--- src/rtl/ppu_div.sv ---
// restoring divider for the fade ratio, one quotient bit per cycle
`timescale 1ns / 1ps
module ppu_div (
  input  logic        clk_i,
  input  logic        rst_ni,
  input  logic        start_i,
  input  logic [27:0] num_i,
  input  logic [19:0] den_i,
  output logic        done_o,
  output logic [7:0]  quot_o
);
  logic [27:0] num_q, num_d;
  logic [20:0] rem_q, rem_d;
  logic [19:0] den_q, den_d;
  logic [27:0] quo_q, quo_d;
  logic [4:0]  cnt_q, cnt_d;
  logic        busy_q, busy_d, done_q, done_d;
  logic [20:0] sh;

  always_comb begin
    num_d = num_q; rem_d = rem_q; den_d = den_q; quo_d = quo_q;
    cnt_d = cnt_q; busy_d = busy_q; done_d = 1'b0;
    sh = {rem_q[19:0], num_q[27]};
    if (start_i) begin
      num_d = num_i; den_d = den_i; rem_d = '0; quo_d = '0;
      cnt_d = 5'd0; busy_d = 1'b1;
    end else if (busy_q) begin
      num_d = {num_q[26:0], 1'b0};
      if (sh >= {1'b0, den_q}) begin
        rem_d = sh - {1'b0, den_q};
        quo_d = {quo_q[26:0], 1'b1};
      end else begin
        rem_d = sh;
        quo_d = {quo_q[26:0], 1'b0};
      end
      cnt_d = cnt_q + 5'd1;
      if (cnt_q == 5'd27) begin
        busy_d = 1'b0;
        done_d = 1'b1;
      end
    end
  end

  always_ff @(posedge clk_i or negedge rst_ni) begin
    if (!rst_ni) begin
      busy_q <= 1'b0; done_q <= 1'b0; cnt_q <= '0;
    end else begin
      busy_q <= busy_d; done_q <= done_d; cnt_q <= cnt_d;
    end
  end

  always_ff @(posedge clk_i) begin
    num_q <= num_d; rem_q <= rem_d; den_q <= den_d; quo_q <= quo_d;
  end

  assign done_o = done_q;
  assign quot_o = (den_q == '0) ? 8'd0 : ((|quo_q[27:8]) ? 8'hFF : quo_q[7:0]);
endmodule

--- config.mk ---
export PLATFORM = sky130hd
export DESIGN_NAME = ppu_div
export DESIGN_NICKNAME = d
export VERILOG_FILES = /design/src/rtl/ppu_div.sv
export SDC_FILE = /design/constraint.sdc
export NUM_CORES = 1
export LEC_CHECK = 0
export BUFFER_PORTS_ARGS = -buffer_cell sky130_fd_sc_hd__buf_4
export CORE_MARGIN = 2
export CORE_UTILIZATION = 24
export DETAILED_ROUTE_END_ITERATION = 6
export GPL_TIMING_DRIVEN = 0
export PLACE_DENSITY_LB_ADDON = 0.12
export SYNTH_ARGS = -nofsm -noshare
export SYNTH_HDL_FRONTEND = slang
export SYNTH_SLANG_ARGS = --single-unit
--- constraint.sdc ---
create_clock -name clk_i -period 2.4 [get_ports clk_i]
set_input_delay 0.36 -clock clk_i [delete_from_list [all_inputs] [get_ports clk_i]]
set_output_delay 0.36 -clock clk_i [all_outputs]
set_load 0.05 [all_outputs]
# [After elaboration in Yosys (flattened, before gate mapping)]
# Cells that the tools add are included.
[totals] register_bits=103 elab_cells=28
[classes] n_reduce_logical=3 n_mux=14 eq_ne=1 addsub=2 order_cmp=1
[op_table] operator="2-to-1 mux 28 bit" n=2
[op_table] operator="greater-or-equal comparator 21 x 20 -> 1 bit" n=1
[op_table] operator="logical NOT 20 bit" n=1
[op_table] operator="2-to-1 mux 20 bit" n=1
[op_table] operator="OR reduction 20 bit" n=1
[op_table] operator="subtractor 20 bit" n=1
[op_table] operator="2-to-1 mux 8 bit" n=2
[op_table] operator="2-to-1 mux 5 bit" n=2
[op_table] operator="2-to-1 mux 1 bit" n=7
[op_table] operator="adder 5 x 1 -> 5 bit (second input constant)" n=1
[op_table] operator="== test 5 bit (second input constant)" n=1
[op_table] operator="nonzero test 2 bit" n=1

# [Longest topological paths before layout]
[depth] ltp_word=4 mapped_depth=12 ltp_nobuf=10

# [Worst setup path after synthesis]
# Ideal clock, no wire load.
[synth_timing] kind="flip-flop to flip-flop" startpoint="register den_q[14]" endpoint="register rem_q[7]" n_path_buf=2 path_slack_ns=0.178 setup_time_ns=0.122 stages_incl_launch_ff=12 arrival_time_ns=2.100 cell_sequence="edfxtp_1 inv_1 ha_1 buf_6 a21o_1 a21oi_1 nor2_1 a211oi_4 a21o_1 buf_6 nand2_1 a311o_1"
[synth_between] elab_chain_cells=2
[synth_rtl] element="start, declared" line_no="14" source="logic [19:0] den_q, den_d;"
[synth_rtl] element="start signal, assigned" line_no="53" source="num_q <= num_d; rem_q <= rem_d; den_q <= den_d; quo_q <= quo_d;"
[synth_rtl] element="greater-or-equal comparator 21 x 20 -> 1 bit" line_no="29" source="if (sh >= {1'b0, den_q}) begin"
[synth_rtl] element="2-to-1 mux 20 bit" line_no="29"
[synth_rtl] element="end signal, assigned" line_no="53"
[synth_rtl] element="end, declared" line_no="13" source="logic [20:0] rem_q, rem_d;"
# No other way between the ends.
# A chain may end at the register's enable or synchronous reset.

# [Worst setup path in the final report]
[layout_timing] startpoint="register den_q[5]" endpoint="register rem_q[2]"
# Same word-level chain as after synthesis.

==> results.md <==
- RSZ-0062 raised after global routing: yes
- GPL Wtd Cong: 0.820
- Count of final hold-check violations: 0
- Most used DFF post-synth: edfxtp_1
- Worst Hold Depth: 1
- Cell leakage power: 2.99 nW
- Drt first pass iters: 4
- TritonCTS Buffers: 9
- CTS Sinks: 103
- Launch point of the worst reg-to-reg path: den_q[5]
- Worst-Skew Late Latency: 0.36 ns
- Critical Path Sink Type: register
- Die H: 155 um
- Crit path launch: den_q[5]
- Most common cell in the netlist: nor2_1
- Final Critical Period: 2.39 ns
- Final worst slack: 0.00701 ns
- Storage element area: 2580 um2
- Grt ovf: 0
- Post-DP HPWL: 10500 um
- Clock transition at path regs: 0.08 ns
- Area of the multi-input gates: 2990 um2
- Synth unique cells: 73
- Root Buffer: clkbuf_16
- Async set or reset register ratio after synthesis: 0.0680
- DRC viols: 0
- Vias: 4259
- First-pass GRT wire length: 23700 um
- Startpoint types: register
- Starting density of the core: 0.244
- Fin crit share: 0.997
- 1st-iter DRT viols: 208
- Die X: 155 um
- CTS tree: done
- Largest net degree at the start of global routing: 24
- Synth warn: 0
- Cells after Synth: 514
- Yosys reg bits: 103
- Net count after synthesis: 587
- Max-cap violations: 0
- Synth top cells by count: nor2_1 (74), dfxtp_1 (48), edfxtp_1 (48), mux2i_1 (29), inv_1 (28)
- WP data required: 2.67 ns
- Vias per inst: 4.72
- Total Routing Usage GR: 0.126
- DP Worst Slack: -0.430 ns
- Non-filler cells, final: 903
- Syn_area_per_cell: 10.7 um2
- IO buf count: 59
- Post-DR wirelength/cell: 16.4 um
- FILL cells: 2369
- Hold Startpoint: den_i[4]
- Register area share after synthesis: 0.469
- Cell area after synthesis: 5500 um2
- Critical setup path kind: register to register
- Post-synth EDFFs: 48
- Nets: 686
- ANT cells: 0
- Largest cells by area after synthesis: edfxtp_1 (26%), dfxtp_1 (17%), mux2_2 (5.5%)
- Crit Path Max Fanout: 6
- Post-route antenna net violation count: 0
- Max Slew Vio Count: 0
- H-tree levels: 3
- Synth top area share: 0.262
- Slew @ Worst Pin: 0.733 ns
- Die area: 24100 um2
- Row count: 55
- Outcome: complete, no violations
- I/O pin cnt: 60
- Max-slew headroom: 0.511
- R2R cell count: 11
- Worst VDD drop: 0.355 mV
- Core area: 22600 um2
- Arrival time at the worst endpoint: 2.66 ns
- Power Dens Cells: 888 nW/um2
- FMAX: 0.418 GHz
- Inst Count DP: 858
- Hold Crit Class: primary input to register
- Final setup violation count: 0
- WL final: 14800 um
- CTS Buffer Depth: 2
- Number of global-route vias before repair: 4420
- Fin Clk Skew: 0.0102 ns
- Initial antenna violation count: 0
- Area Growth Syn to Fin: 30.6%
- Top cell type by total area after synthesis: edfxtp_1
- Fraction of layout instances using a drive strength above 1: 0.367
[sequential cells by signal (all words and copies together) (netlist names)]
register / cells
den_q: 20
quo_q: 28
busy_q: 1
num_q: 28
cnt_q: 5
rem_q: 20
done_o: 1
[kinds of logic after synthesis]
logic type	count (synthesis)	share of synthesized area
flops	103	0.469
simple gates	168	0.151
xor+xnor	15	0.0239
fa+ha+maj	22	0.0514
compound gates	97	0.153
buf+inv	53	0.0439
mux	56	0.108
[per-stage QoR]
stage	util	cell area [um2]	total power [W]	hold WS [ns]	setup TNS, ns
5_1_grt	0.318	7180	0.00677	0.159	-1.67
2_1_floorplan	-	5500	0.00386	0.0644	0
4_1_cts	0.310	6990	0.00622	0.161	-0.299
3_3_place_gp	0.279	6300	0.00441	0.179	-15.11
3_5_place_dp	0.279	6300	0.00443	0.182	-18.21
6_report	0.318	7180	0.00637	0.169	0
[layout make-up]
| cell class | instances | area share |
|---|---|---|
| clock inverters | 7 | 0.00784 |
| multi-input cells | 358 | 0.417 |
| repair buffers | 88 | 0.0974 |
| well taps | 285 | 0.0497 |
| flip-flops and latches | 103 | 0.359 |
| inverters | 28 | 0.0152 |
| plain buffers | 24 | 0.0211 |
| repair inverters | 1 | 0.00105 |
| clock buffers | 9 | 0.0314 |
[worst max-delay path, stage by stage (launching register included)]
cell and delay, ns:
edfxtp_1 0.40, inv_2 0.10, ha_4 0.21, o21a_1 0.20, o211ai_2 0.22, a31oi_4 0.08, o211ai_4 0.26, a21o_1 0.18
buf_6 0.16, buf_12 0.14, nand3_2 0.07, a311oi_2 0.26
[final timing paths]
path,endpoint,slack (ns)
max reg2reg,rem_q[2],0.007
max,rem_q[2],0.007
max in group asynchronous,cnt_q[0],1.93
min,den_q[4],0.17
min in group asynchronous,cnt_q[2],0.34
min reg2reg,quo_q[27],0.51
[power breakdown]
part	switching, W	internal (W)
Clock	0.000725	0.000716
Sequential	0.000225	0.00208
Combinational	0.00136	0.00127
[what timing repair did]
action | CTS | global route
hold endpoints to repair | 7 | 0
endpoints found under the setup margin | 61 | 43
gates cloned | 2 | 0
resized for setup | 49 | 39
pin swaps | 26 | 14
buffers inserted | 23 | 5
hold buffers | 1 | 0
[cell usage in the layout, fill, tap and decap left out, types with 8 or more instances in the layout]
cell type  netlist  final
dfxtp_1         48     47
buf_1            8      8
ha_4             0      8
ha_1            21     10
nor2_1          74     70
inv_1           28     23
mux2i_1         29     29
clkbuf_16        0      9
edfxtp_1        48     48
o21ai_1          6      8
xnor2_1         10     10
nand2_1         22     19
nor3_1          10      9
nor4_1          12      9
a311oi_2         6      9
nand3_2          1     10
buf_4            0     84
mux2_2          27     27
[per-layer routing]
layer	track usage	share of wire
met1	0.162	0.46
met2	0.212	0.48
met3	0.0234	0.040
met4	0.0450	0.020
met5	0	0
No activity file was read; power rests on OpenSTA's default activity.
